File: src/sv/esc_pkg.sv
// Shared types, constants and arithmetic helpers for the sensor compensation block.
`timescale 1ns / 1ps
`default_nettype none
package esc_pkg;

  // Register indexes
  localparam logic [2:0] REG_TEMP   = 3'd0;
  localparam logic [2:0] REG_PLOW   = 3'd1;
  localparam logic [2:0] REG_PHIGH  = 3'd2;
  localparam logic [2:0] REG_MIXED  = 3'd3;
  localparam logic [2:0] REG_HUM    = 3'd4;
  localparam int         CFG_DATA_W = 64;
  localparam int         CFG_IDX_W  = 3;

  // Compensation constants
  localparam logic [63:0] T_OFFSET  = 64'd128000;
  localparam logic [63:0] P_BASE    = 64'd1048576;
  localparam logic [63:0] P_SCALE   = 64'd3125;
  localparam logic [63:0] P_BIAS    = 64'h0000_8000_0000_0000;
  localparam logic [31:0] H_OFFSET  = 32'd76800;
  localparam logic [31:0] H_MAX     = 32'd419430400;
  localparam logic [31:0] H_ROUND_A = 32'd2097152;
  localparam logic [31:0] H_ROUND_B = 32'd16384;
  localparam logic [31:0] H_ROUND_C = 32'd32768;
  localparam logic [31:0] H_ROUND_D = 32'd8192;
  localparam logic [31:0] T_ROUND   = 32'd128;
  localparam logic [63:0] P_MAX     = 64'h0000_0000_FFFF_FFFF;

  localparam int DIV_STEPS = 64;

  typedef struct packed {
    logic [19:0] raw_temperature;
    logic [19:0] raw_pressure;
    logic [15:0] raw_humidity;
  } in_t;

  typedef struct packed {
    logic signed [31:0] temperature_centi;
    logic [31:0]        pressure_q24_8;
    logic               pressure_valid;
    logic [16:0]        humidity_q22_10;
  } out_t;

  typedef struct packed {
    logic [47:0] t;
    logic [63:0] pl;
    logic [63:0] ph;
    logic [47:0] mx;
    logic [39:0] hm;
  } cfg_t;

  // Entry passed from front to back
  typedef struct packed {
    logic [31:0] fine;
    logic [31:0] temp;
    logic [19:0] ap;
    logic [15:0] ah;
  } q_t;

  // Fields that ride along the divider
  typedef struct packed {
    logic [31:0] temp;
    logic [16:0] hum;
    logic        valid;
  } side_t;

  // Partial products of a 64-bit wrapping multiply
  typedef struct packed {
    logic [63:0] ll;
    logic [31:0] xa;
    logic [31:0] xb;
  } pp_t;

  function automatic pp_t mul_pp(input logic [63:0] a, input logic [63:0] b);
    pp_t r;
    r.ll = {32'b0, a[31:0]} * {32'b0, b[31:0]};
    r.xa = a[31:0] * b[63:32];
    r.xb = a[63:32] * b[31:0];
    return r;
  endfunction

  function automatic logic [63:0] mul_sum(input pp_t p);
    logic [31:0] x;
    x = p.xa + p.xb;
    return p.ll + {x, 32'b0};
  endfunction

  function automatic logic [31:0] asr32(input logic [31:0] x, input int unsigned n);
    return 32'($signed(x) >>> n);
  endfunction

  function automatic logic [63:0] asr64(input logic [63:0] x, input int unsigned n);
    return 64'($signed(x) >>> n);
  endfunction

  function automatic logic [31:0] sx16(input logic [15:0] v);
    return {{16{v[15]}}, v};
  endfunction

  function automatic logic [63:0] sx16w(input logic [15:0] v);
    return {{48{v[15]}}, v};
  endfunction

endpackage
`default_nettype wire

File: src/sv/esc_fifo.sv
// Two-entry queue between the front and back ends.
`timescale 1ns / 1ps
`default_nettype none
module esc_fifo (
  input  wire logic        clk,
  input  wire logic        rst,
  input  wire logic        push,
  input  wire esc_pkg::q_t wdata,
  input  wire logic        pop,
  output logic             nonempty,
  output logic             full,
  output esc_pkg::q_t      rdata
);

  esc_pkg::q_t mem [2];
  logic        wptr, rptr;
  logic [1:0]  count;

  assign nonempty = (count != 2'd0);
  assign full     = (count == 2'd2);
  assign rdata    = mem[rptr];

  // Store the beat
  always_ff @(posedge clk) begin
    if (push) begin
      mem[wptr] <= wdata;
    end
  end

  // Track pointers and fill
  always_ff @(posedge clk) begin
    if (rst) begin
      wptr  <= 1'b0;
      rptr  <= 1'b0;
      count <= 2'd0;
    end else begin
      if (push) begin
        wptr <= ~wptr;
      end
      if (pop) begin
        rptr <= ~rptr;
      end
      count <= count + {1'b0, push} - {1'b0, pop};
    end
  end

  a_no_overflow: assert property (@(posedge clk) disable iff (rst) !(push && full && !pop))
    else $error("queue overflow");
  a_no_underflow: assert property (@(posedge clk) disable iff (rst) pop |-> nonempty)
    else $error("queue underflow");
  a_count_range: assert property (@(posedge clk) disable iff (rst) count != 2'd3)
    else $error("queue count out of range");

endmodule
`default_nettype wire

File: config.mk
export PLATFORM = sky130hd
export DESIGN_NAME = esc_fifo
export DESIGN_NICKNAME = d
export VERILOG_FILES = /design/src/sv/esc_pkg.sv /design/src/sv/esc_fifo.sv
export SDC_FILE = /design/constraint.sdc
export NUM_CORES = 1
export LEC_CHECK = 0
export ABC_AREA = 0
export CORE_MARGIN = 2
export CORE_UTILIZATION = 40
export CTS_CLUSTER_SIZE = 14
export DETAILED_ROUTE_END_ITERATION = 8
export DONT_BUFFER_PORTS = 1
export GPL_TIMING_DRIVEN = 0
export HOLD_SLACK_MARGIN = 0.03
export PLACE_DENSITY_LB_ADDON = 0.3
export REMOVE_ABC_BUFFERS = 1
export SLEW_MARGIN = 10
export SYNTH_ARGS = -nofsm -noshare
export SYNTH_HDL_FRONTEND = slang
export SYNTH_SLANG_ARGS = --single-unit
export TNS_END_PERCENT = 100
File: constraint.sdc
create_clock -name clk -period 8.4 [get_ports clk]
set_input_delay 0.84 -clock clk [delete_from_list [all_inputs] [get_ports clk]]
set_output_delay 0.84 -clock clk [all_outputs]
set_load 0.01 [all_outputs]
### Word level (Yosys, flattened, before mapping)

Memory sizes are Yosys's and may differ from the RTL's. A register that Yosys moved wholly into a read port is not among the register bits.
Cells that the tools add are included.

| storage, ports and cells | value |
|---|---|
| register bits | 4 |
| bits in writable memories | 200 |
| input bits | 104 |
| word-level logic and storage cells | 14 |
| memories kept | 1 |

| operators by class | value |
|---|---|
| add/sub/neg operators | 2 |
| eq/ne operators | 1 |
| mux-type cells | 4 |
| bitwise gates (word level) | 2 |
| reduce and logical (&&, ||, !) cells | 1 |

Memories:

| name | words | width | read ports | clocked after memory_dff | wr ports | RTL line | source |
|---|---|---|---|---|---|---|---|
| mem | 2 | 100 | 1 | 1 | 1 | esc_fifo.sv:15 | `esc_pkg::q_t mem [2];` |

Operators with widths:

| kind | number |
|---|---|
| 1-bit two-way mux | 4 |
| 2-bit by 1-bit adder with 2-bit output | 1 |
| 2-bit == test, second input constant | 1 |
| 1-bit inverter | 2 |
| 2-bit nonzero test | 1 |
| 2-bit by 1-bit subtractor with 2-bit output | 1 |

### Logic depth before layout (Yosys ltp)

| logic depth | value |
|---|---|
| depth after elaboration | 3 |
| mapped depth | 6 |

### Worst setup path before layout

No wires, ideal clock.

| timing path | value |
|---|---|
| path kind | input port to flip-flop |
| from | input push |
| to | memory mem[0][0] (netlist bit), enable pin |
| data arrival time | 5192 ps |
| slack | 2636 ps |
| cell stages on the path | 1 |
| cell sequence | nor2b_1 |

| on the way | value |
|---|---|
| cells in the longest elaborated chain, start to end | 2 |

RTL lines:

| element | RTL line | source |
|---|---|---|
| start, declared | esc_fifo.sv:7 | `input wire logic push,` |
| 1-bit two-way mux | esc_fifo.sv:25 | `if (push) begin` |
| 1-bit two-way mux (implied by the code) | esc_fifo.sv:26 | `mem[wptr] <= wdata;` |
| end, declared | esc_fifo.sv:15 |  |

Every way passes these cells.

==> out/results.tsv <==
metric	value	unit
Syn Area/Cell	23.9	um2
n_diodes	0	
adder-cell share of the synthesized area	0.00315	
CTS Buffer Depth	3	
per-cell routed wire length	20.5	um
Yosys cell types	13	
Worst Skew	0.0149	ns
Synth Register Bits	205	
post-CTS resize count	0	
Buffers on Ports	0	
Worst Path Max Fanout	42	
slowest CP cell	dfxtp_4	
Max Slew Vio Count	0	
CP Data Arrival Time	1.99	ns
crit-path cells	buf_16 -> mux2_4	
slowest stage delay, CP	0.72	ns
CTS tree	built	
initial DRC count	166	
final wirelength	13000	um
post-synthesis compound-gate area fraction	0	
Worst-Skew Late Latency	0.50	ns
Mapped Area	0.00794	mm2
Row Count	51	
Hold Path Origin	rst	
H-tree levels	1	
worst setup margin	5.57	ns
Area after DPL	0.00821	mm2
detailed-router iteration count before antenna repair	4	
die width	145	um
Die Footprint	0.0210	mm2
non-filler cells, final	633	
CTS Buf Count	23	
GPL Wtd Cong	0.692	
grt total ovfl	0	
Final Cell Area	0.00889	mm2
worst reg-to-reg path cell count	3	
P&R area growth vs syn	11.9	%
power density over the cells	261	mW/mm2
nets	458	
CTS Hold Bufs	0	
Initial Util	0.408	
R2R Path Start	wptr	
clock network power share	0.381	
CTS Root Cell	clkbuf_16	
io pins	206	
post-synthesis mux area share	0.189	
flop2flop setup slack	6.56	ns
Fin Setup TNS	0	ns
number of antenna violations at the first check in global routing	0	
switching power	0.503	mW
MaxCap Viol Count	0	
Seq pwr share	0.526	
global-route wire length before repair	18600	um
fmax	354	MHz
largest family of logic cells by synthesized area	multiplexers	
HPWL Detailed	8500	um
DR vias	3019	
Mapped Cells	332	
clock sink total	205	
status	complete, no violations	
worst endpoint required time	7.56	ns
worst r2r dst	mem[0][11]	
VDD IR max	0.000147	V
Placed Cells	592	
post-CTS setup buffers	0	
Final Hold Viols	0	
simple logic cell fraction of the synthesized area	0.00583	
Int Power	1.81	mW
Antenna Nets Post-Route	0	
Total GRT Usage	0.117	
crit path capture	rdata[2]	
Worst Hold Class	in -> reg	
max_slew headroom	0.452	
Crit Path Class	reg -> out	
DRC	0	
Comb pwr share	0.093	
hold depth	1	
register area share after synthesis	0.769	
post-placement setup slack	6.01	ns
Worst setup SP type	flop	
leakage power	3.13	nW
total core area	0.0195	mm2
clock slew at reported path FFs	0.06	ns
Fill cells	1620	
XOR/XNOR share of the synthesized area	0.00504	
layout cells sized above 1	0.383	
final worst path period share	0.336	
die height	145	um
Switching Share	0.217	
DR vias/cell	4.77	
final number of setup-violating endpoints	0	
vias in the first global route	3204	
largest net degree at the start of global routing	53	
Yosys warnings	0	
nature of the critical path endpoint	primary output	
worst slew pin tran	0.820	ns
Final min period	2.83	ns
RSZ-0062 raised after global routing	no	
## how the worst min path moves through the flow
stage	endpoint	slack (ns)
after detailed placement	flop	0.50
after CTS	flop	0.37
after floorplan	flop	0.48
after global routing	wptr	0.38
after global placement	rptr	0.50
final	flop	0.39
## synth_stat cells, drive strengths merged
cell type,number,area (um2)
or2,1,6.26
nor2,4,15.0
dfxtp,5,100
nor2b,3,18.8
xnor2,2,17.5
ha,2,25.0
buf,11,211
xnor3,1,22.5
edfxtp,200,6010
inv,2,7.51
mux2,100,1500
and2,1,6.26
## layout make-up
| type | instances | area, um2 | area share |
|---|---|---|---|
| clock buffer | 29 | 608 | 0.0684 |
| clock inverter | 12 | 63.8 | 0.00718 |
| inverter | 2 | 7.51 | 0.000845 |
| multi-input combinational | 114 | 1620 | 0.183 |
| sequential | 205 | 6110 | 0.688 |
| tap | 265 | 332 | 0.0373 |
| timing repair buffer | 6 | 143 | 0.0161 |
## cell families (layout without fill, tap and decap cells)
logic type | count (synthesis) | count (layout)
buffers and inverters | 13 | 49
adder cells (fa/ha/maj) | 2 | 2
XOR/XNOR | 3 | 3
flip-flops | 205 | 205
AND/OR/NAND/NOR | 9 | 9
multiplexers | 100 | 100
## per-stage QoR
| step | hold WS [ns] | util | total power, mW |
|---|---|---|---|
| 2_1_floorplan | 0.480 | - | 1.44 |
| 3_3_place_gp | 0.495 | 0.414 | 1.49 |
| 3_5_place_dp | 0.505 | 0.422 | 1.46 |
| 4_1_cts | 0.371 | 0.457 | 2.35 |
| 5_1_grt | 0.381 | 0.457 | 2.41 |
| 6_report | 0.394 | 0.457 | 2.32 |
## state kept, by name, indices dropped and copies added, names as in the netlist, named ones only
register  cells
count         2
wptr          1
rptr          1
mem         200
## layer usage
layer | GRT usage | part of all wire | vias to the layer above
met4 | 0.0358 | 0.018 | 0
li1 | - | - | 1354
met2 | 0.198 | 0.50 | 137
met5 | 0 | 0 | -
met3 | 0.0675 | 0.13 | 18
met1 | 0.124 | 0.35 | 1510
## critical path: cells and delay by family, from the launching register on
kind,cells,cell delay [ns]
DFF,1,0.72
muxes,1,0.37
buffers and inverters,1,0.34
## cells in the final DEF (no fill, tap or decap), drive strengths merged
cell type | netlist | layout
xnor2 | 2 | 2
clkinvlp | 0 | 1
nor2 | 4 | 4
ha | 2 | 2
clkbuf | 0 | 29
clkinv | 0 | 11
and2 | 1 | 1
edfxtp | 200 | 200
buf | 11 | 6
or2 | 1 | 1
xnor3 | 1 | 1
nor2b | 3 | 3
dfxtp | 5 | 5
inv | 2 | 2
mux2 | 100 | 100
## power groups by stage
stage	Clock [mW]	Combinational [mW]	Sequential, mW
floorplan	0	0.182	1.26
global placement	0	0.220	1.27
detailed placement	0	0.222	1.24
CTS	0.910	0.223	1.22
global route	0.955	0.232	1.22
finish	0.881	0.216	1.22
(Power assumes the default switching activity.)
