### config.mk
export PLATFORM = sky130hd
export DESIGN_NAME = esc_front
export DESIGN_NICKNAME = d
export VERILOG_FILES = /design/src/sv/esc_pkg.sv /design/src/sv/esc_front.sv
export SDC_FILE = /design/constraint.sdc
export NUM_CORES = 2
export LEC_CHECK = 0
export ABC_AREA = 1
export BUFFER_PORTS_ARGS = -buffer_cell sky130_fd_sc_hd__buf_2
export CAP_MARGIN = 20
export CORE_MARGIN = 5
export CORE_UTILIZATION = 60
export DETAILED_ROUTE_END_ITERATION = 10
export GPL_ROUTABILITY_DRIVEN = 0
export PLACE_DENSITY = 0.86
export REMOVE_ABC_BUFFERS = 1
export SETUP_SLACK_MARGIN = 0.3
export SYNTH_ARGS = -nofsm -noshare
export SYNTH_HDL_FRONTEND = slang
export SYNTH_SLANG_ARGS = --single-unit
export TNS_END_PERCENT = 50
### constraint.sdc
create_clock -name clk -period 15.9 [get_ports clk]
set_clock_uncertainty 0.1 [all_clocks]
set_input_delay 0.795 -clock clk [delete_from_list [all_inputs] [get_ports clk]]
set_output_delay 0.795 -clock clk [all_outputs]
set_load 0.05 [all_outputs]
### src/sv/esc_pkg.sv
// Shared types, constants and arithmetic helpers for the sensor compensation block.
`timescale 1ns / 1ps
`default_nettype none
package esc_pkg;

  // Register indexes
  localparam logic [2:0] REG_TEMP   = 3'd0;
  localparam logic [2:0] REG_PLOW   = 3'd1;
  localparam logic [2:0] REG_PHIGH  = 3'd2;
  localparam logic [2:0] REG_MIXED  = 3'd3;
  localparam logic [2:0] REG_HUM    = 3'd4;
  localparam int         CFG_DATA_W = 64;
  localparam int         CFG_IDX_W  = 3;

  // Compensation constants
  localparam logic [63:0] T_OFFSET  = 64'd128000;
  localparam logic [63:0] P_BASE    = 64'd1048576;
  localparam logic [63:0] P_SCALE   = 64'd3125;
  localparam logic [63:0] P_BIAS    = 64'h0000_8000_0000_0000;
  localparam logic [31:0] H_OFFSET  = 32'd76800;
  localparam logic [31:0] H_MAX     = 32'd419430400;
  localparam logic [31:0] H_ROUND_A = 32'd2097152;
  localparam logic [31:0] H_ROUND_B = 32'd16384;
  localparam logic [31:0] H_ROUND_C = 32'd32768;
  localparam logic [31:0] H_ROUND_D = 32'd8192;
  localparam logic [31:0] T_ROUND   = 32'd128;
  localparam logic [63:0] P_MAX     = 64'h0000_0000_FFFF_FFFF;

  localparam int DIV_STEPS = 64;

  typedef struct packed {
    logic [19:0] raw_temperature;
    logic [19:0] raw_pressure;
    logic [15:0] raw_humidity;
  } in_t;

  typedef struct packed {
    logic signed [31:0] temperature_centi;
    logic [31:0]        pressure_q24_8;
    logic               pressure_valid;
    logic [16:0]        humidity_q22_10;
  } out_t;

  typedef struct packed {
    logic [47:0] t;
    logic [63:0] pl;
    logic [63:0] ph;
    logic [47:0] mx;
    logic [39:0] hm;
  } cfg_t;

  // Entry passed from front to back
  typedef struct packed {
    logic [31:0] fine;
    logic [31:0] temp;
    logic [19:0] ap;
    logic [15:0] ah;
  } q_t;

  // Fields that ride along the divider
  typedef struct packed {
    logic [31:0] temp;
    logic [16:0] hum;
    logic        valid;
  } side_t;

  // Partial products of a 64-bit wrapping multiply
  typedef struct packed {
    logic [63:0] ll;
    logic [31:0] xa;
    logic [31:0] xb;
  } pp_t;

  function automatic pp_t mul_pp(input logic [63:0] a, input logic [63:0] b);
    pp_t r;
    r.ll = {32'b0, a[31:0]} * {32'b0, b[31:0]};
    r.xa = a[31:0] * b[63:32];
    r.xb = a[63:32] * b[31:0];
    return r;
  endfunction

  function automatic logic [63:0] mul_sum(input pp_t p);
    logic [31:0] x;
    x = p.xa + p.xb;
    return p.ll + {x, 32'b0};
  endfunction

  function automatic logic [31:0] asr32(input logic [31:0] x, input int unsigned n);
    return 32'($signed(x) >>> n);
  endfunction

  function automatic logic [63:0] asr64(input logic [63:0] x, input int unsigned n);
    return 64'($signed(x) >>> n);
  endfunction

  function automatic logic [31:0] sx16(input logic [15:0] v);
    return {{16{v[15]}}, v};
  endfunction

  function automatic logic [63:0] sx16w(input logic [15:0] v);
    return {{48{v[15]}}, v};
  endfunction

endpackage
`default_nettype wire

### src/sv/esc_front.sv
// Front end: accepts raw samples and compensates temperature.
`timescale 1ns / 1ps
`default_nettype none
module esc_front (
  input  wire logic         clk,
  input  wire logic         rst,
  input  wire logic         accept,
  input  wire esc_pkg::in_t sample,
  input  wire esc_pkg::cfg_t cfg,
  output logic              push,
  output esc_pkg::q_t       entry
);

  typedef struct packed {
    logic [19:0] at;
    logic [19:0] ap;
    logic [15:0] ah;
    logic [31:0] x0;
    logic [31:0] x1;
  } fr_t;

  logic [31:0] t1, t2, t3;
  logic [4:0]  vld;
  fr_t         s0, s1, s2, s3, s4;

  assign t1 = {16'b0, cfg.t[15:0]};
  assign t2 = esc_pkg::sx16(cfg.t[31:16]);
  assign t3 = esc_pkg::sx16(cfg.t[47:32]);

  // Advance valid bits
  always_ff @(posedge clk) begin
    if (rst) begin
      vld <= '0;
    end else begin
      vld <= {vld[3:0], accept};
    end
  end

  // Capture the beat
  always_ff @(posedge clk) begin
    s0.at <= sample.raw_temperature;
    s0.ap <= sample.raw_pressure;
    s0.ah <= sample.raw_humidity;
    s0.x0 <= '0;
    s0.x1 <= '0;
  end

  // Offset terms
  always_ff @(posedge clk) begin
    fr_t s1_next;
    s1_next    = s0;
    s1_next.x0 = {15'b0, s0.at[19:3]} - (t1 << 1);
    s1_next.x1 = {16'b0, s0.at[19:4]} - t1;
    s1         <= s1_next;
  end

  // Products
  always_ff @(posedge clk) begin
    fr_t s2_next;
    s2_next    = s1;
    s2_next.x0 = s1.x0 * t2;
    s2_next.x1 = s1.x1 * s1.x1;
    s2         <= s2_next;
  end

  // Scale and apply T3
  always_ff @(posedge clk) begin
    fr_t s3_next;
    s3_next    = s2;
    s3_next.x0 = esc_pkg::asr32(s2.x0, 11);
    s3_next.x1 = esc_pkg::asr32(s2.x1, 12) * t3;
    s3         <= s3_next;
  end

  // Fine temperature
  always_ff @(posedge clk) begin
    fr_t s4_next;
    s4_next    = s3;
    s4_next.x0 = s3.x0 + esc_pkg::asr32(s3.x1, 14);
    s4         <= s4_next;
  end

  // Temperature in hundredths, push to the queue
  assign push       = vld[4];
  assign entry.fine = s4.x0;
  assign entry.temp = esc_pkg::asr32((s4.x0 << 2) + s4.x0 + esc_pkg::T_ROUND, 8);
  assign entry.ap   = s4.ap;
  assign entry.ah   = s4.ah;

endmodule
`default_nettype wire

Word-level counts from Yosys, hierarchy flattened
Cells that the tools add are included.
Operators by class
  $mul: 3
  $add $sub $neg: 5
Operator list (number)
  $add 32x8->32 const B: 1
  $mul 17x17->32: 1
  $mul 18x16->32: 1
  $mul 20x16->32: 1
  $add 24x22->25: 1
  $add 21x18->22: 1
  $sub 17x17->18: 1
  $sub 16x16->17: 1
Storage, ports and cells
  output and inout bits: 101
  word-level logic and storage cells: 27
  input bits: 323
  register bits after elaboration: 379

Logic depth before layout (Yosys ltp)
  depth in word-level cells: 2
  mapped depth: 27
  mapped depth without buffers: 25

Least setup slack after synthesis
OpenSTA, ideal clock, no wires.
  path type: in2reg
  start point: in cfg[239] (netlist bit)
  end point: reg s2[63] (netlist bit)
  path slack: 9.925 ns
  data required time: 15.688 ns
  library setup time: 0.112 ns
  path buffers: 2
  cell stages on the path: 24
  data arrival time: 5.763 ns
  path through: clkbuf_1 -> clkbuf_1 -> nand2_1 -> fa_1 -> inv_1 -> fa_1 -> inv_1 -> fa_1 -> inv_1 -> fa_1 -> fa_1 -> inv_1 -> fa_1 -> inv_1 -> ha_1 -> a21o_1 -> inv_1 -> o21ai_1 -> a21oi_1 -> nand2_2 -> a21oi_1 -> clkinv_1 -> nand2_1 -> nand2_1
Between the ends
  word-level cells in the longest chain between the ends: 1
RTL lines
  start, declared: RTL line esc_front.sv:9  | input wire esc_pkg::cfg_t cfg,
  $mul 18x16->32: RTL line esc_front.sv:61  | s2_next.x0 = s1.x0 * t2;
  end signal, assigned: RTL line esc_front.sv:63  | s2 <= s2_next;
  end, declared: RTL line esc_front.sv:24  | fr_t s0, s1, s2, s3, s4;
Every way passes these cells.
A chain may end at the register's enable or synchronous reset.

Worst setup path after layout
  start point: reg s1[2] (netlist bit)
  end point: reg s2[31] (netlist bit)
Between the ends
  word-level cells in the longest chain between the ends: 1
RTL lines
  start, declared: RTL line esc_front.sv:24
  start signal, assigned: RTL line esc_front.sv:54  | s1 <= s1_next;
  $mul 17x17->32: RTL line esc_front.sv:62  | s2_next.x1 = s1.x1 * s1.x1;
Every way passes these cells.

==> impl_metrics.py <==
metrics = {
    "outcome": {
        "status": "finished clean",
    },
    "floorplanning": {
        "start_util_pct": 60.7,
        "io_pins": 424,
        "rows": 97,
        "die_x_um": 277,
        "die_h_um": 277,
        "die-area_um2": 76700,
        "coreArea_um2": 70400,
    },
    "layout": {
        "regArea_um2": 6450,
        "instances_no_fill": 6240,
        "utilization_pct": 64.5,
        "multi_input_area_um2": 29800,
        "syn2layout_area_growth_pct": 6.24,
        "layout-drive-gt1-share_pct": 6.70,
        "final_cell_mix": "1511 x inv_1, 1164 x nand2_1, 815 x fa_1",
        "nNetsFinal": 6742,
        "fillers": 5510,
        "mostFrequentLayoutCell": "inv_1",
        "num_antenna_cells": 0,
    },
    "timing": {
        "post-route-min-period_ns": 6.49,
        "setup_violations": 0,
        "hold_viol": 0,
        "clock.fmax_ghz": 0.154,
        "drv_slew": 0,
        "rsz0062_at_grt": "false",
        "fin_crit_sh_pct": 40.8,
        "relSlewSlack_pct": 35.4,
        "setup_tns_ns": 0,
        "tightest_slew_ns": 0.968,
    },
    "critical_path": {
        "cp_data_required_time_ns": 16.19,
        "crit_path_start_kind": "register",
        "cp_top_family": "adder cells",
        "cp_slowest_stage_delay_ns": 0.84,
        "criticalPathCategory": "reg2reg",
        "reg2reg_to": "s2[31]$_DFF_P_",
        "cp_max_fo": 35,
        "crit_chain": "buf_4, nand2_1, inv_1, fa_1, inv_1, fa_1, inv_1, fa_1, fa_1, inv_1, fa_1, fa_1, inv_1, ha_1, a21oi_1, o21ai_0, a21oi_1, nand2_1, a21oi_1, inv_1, nand2_1, nand2_1",
        "rr_startpoint": "s1[2]$_DFF_P_",
        "ff2ff_setup_slack_ns": 9.41,
        "cp.arrival_ns": 6.78,
        "r2r_cells": 22,
        "critical_path_buf_inv_count": 7,
        "slowest_stage": "fa_1",
        "critPathCaptureType": "register",
    },
    "min_path": {
        "hold_end": "s3[45]$_DFF_P_",
        "min_path_cells": 0,
        "min_from": "s2[56]$_DFF_P_",
        "hold_class": "reg2reg",
    },
    "routing": {
        "dr_total_vias": 32843,
        "wl_met2_um": 49300,
        "first_pass_iters": 8,
        "top_layer": "met5",
        "wl_met3_um": 7790,
        "antenna_left": 0,
        "wl_per_cell_um": 15.6,
        "vias_per_cell": 5.26,
        "routed_wl_um": 97600,
        "drc_errors": 0,
        "wl_met1_um": 35800,
        "drt_iter0_drc": 2500,
    },
    "flow_run": {
        "cap_violations": 0,
    },
    "synthesis": {
        "syn_inst": 5201,
        "synth_cell_types": 56,
        "synth_enable_flop_cells": 0,
        "synth_flop_cell": "dfxtp_1",
        "async_flop_share_pct": 0,
        "avgSynthCellArea_um2": 8.22,
        "yosysWarnings": 0,
        "synth_area_um2": 42800,
        "ys_ff_latch": 322,
        "ys_seq_area_share_pct": 15.1,
    },
    "global_routing": {
        "grt_max_degree": 36,
        "grt_util_all_layers_pct": 26.1,
        "grt_overflow": 0,
        "antenna_found_initial": 2,
        "grt_pass1_wl_um": 167000,
        "grt_pass1_vias": 36021,
    },
    "clocking": {
        "numCtsBuffers": 34,
        "tritoncts": "yes",
        "path_clk_slew_ns": 0.06,
        "root_buffer": "clkbuf_16",
        "cts.sinks": 322,
        "post_cts_resized": 0,
        "cts.hold.buffers_added": 0,
        "clkLatencyLatePin_ns": 0.57,
        "htreeDepth": 2,
        "clockBufferDepth": 3,
        "post-cts-setup-buffers": 0,
    },
    "place": {
        "portBuffers": 204,
        "dpl.hpwl_um": 79400,
        "dp_cells": 6183,
    },
}
[cell type report]
| cell class | count | share of cell area (%) |
|---|---|---|
| clock inverters | 10 | 0.320 |
| repair buffers | 219 | 2.50 |
| multi-input cells | 3183 | 65.7 |
| clock buffers | 47 | 2.13 |
| well taps | 940 | 2.59 |
| inverters | 1519 | 12.6 |
| flip-flops and latches | 322 | 14.2 |
[sequential cells by signal, indices dropped and copies added (netlist names)]
register,cells
s2,77
s3,75
s1,54
entry,58
vld,5
s0,53
[routing by layer]
layer  up-vias  GRT usage [%]
li1      15067              -
met1     15908           31.4
met2      1502           46.3
met3       362           4.36
met4         4           11.7
met5         -              0
[worst max path at each step]
stage / startpoint / to / slack (ns) / cells past startpoint
finish: s1[2]$_DFF_P_ / s2[31]$_DFF_P_ / 9.41 / 22
global route: s1[2]$_DFF_P_ / s2[31]$_DFF_P_ / 9.07 / 22
CTS: s1[2]$_DFF_P_ / s2[31]$_DFF_P_ / 9.43 / 22
detailed placement: cfg[233] / s2[63]$_DFF_P_ / 9.35 / 21
global placement: cfg[233] / s2[63]$_DFF_P_ / 9.47 / 21
floorplan: entry[98]$_DFF_P_ / entry[59] / 6.37 / 7
[through the flow]
step | worst slack, ns | hold WS [ns] | area, um2
detailed placement | 9.35 | 0.212 | 44300
CTS | 9.43 | 0.220 | 45400
finish | 9.41 | 0.216 | 45400
floorplan | 6.37 | 0.210 | 42000
global route | 9.07 | 0.221 | 45400
global placement | 9.47 | 0.210 | 44300
[synthesized netlist by cell type, types with 3 or more instances]
| library cell | count | area [um2] |
|---|---|---|
| o21bai_2 | 3 | 33.8 |
| nand2_1 | 1164 | 4370 |
| o21ai_2 | 6 | 52.6 |
| nor2_1 | 210 | 788 |
| clkbuf_1 | 142 | 533 |
| o21a_1 | 11 | 82.6 |
| ha_1 | 325 | 4070 |
| inv_2 | 6 | 22.5 |
| a31oi_1 | 4 | 25.0 |
| nor4_1 | 3 | 18.8 |
| nor3_1 | 22 | 110 |
| fa_1 | 815 | 16300 |
| xor2_1 | 81 | 709 |
| o21bai_1 | 22 | 165 |
| nand3_1 | 99 | 495 |
| o21ai_1 | 9 | 45.0 |
| inv_1 | 1511 | 5670 |
| a21oi_1 | 166 | 831 |
| or2_1 | 4 | 25.0 |
| nor2_4 | 3 | 33.8 |
| o21ai_0 | 62 | 310 |
| xnor2_1 | 30 | 263 |
| nor3b_1 | 3 | 22.5 |
| or2_2 | 9 | 56.3 |
| buf_2 | 6 | 30.0 |
| nor2_2 | 5 | 31.3 |
| a21o_1 | 21 | 158 |
| nand2_2 | 26 | 163 |
| nand4_1 | 26 | 163 |
| a21boi_0 | 6 | 45.0 |
| o31ai_1 | 3 | 22.5 |
| nor3_2 | 3 | 30.0 |
| nand3_2 | 7 | 70.1 |
| buf_4 | 21 | 158 |
| buf_1 | 6 | 22.5 |
| dfxtp_1 | 322 | 6450 |
| o211ai_1 | 7 | 52.6 |
| nand3b_1 | 6 | 45.0 |
| nor4_2 | 4 | 50.1 |
[cell families (layout without fill, tap and decap cells)]
family                     Yosys count  count (layout)  synth area share, %
buffers and inverters             1696            1795                 15.1
and+or+nand+nor                   1602            1602                 15.4
adders and majority gates         1140            1140                 47.7
AOI/OAI and AO/OA                  330             330                 4.48
DFF                                322             322                 15.1
xor gates and xnor gates           111             111                 2.27
Power is left out: the tool's default activity adds up to more than one toggle a clock period on the data nets, which glitch-free logic cannot reach.
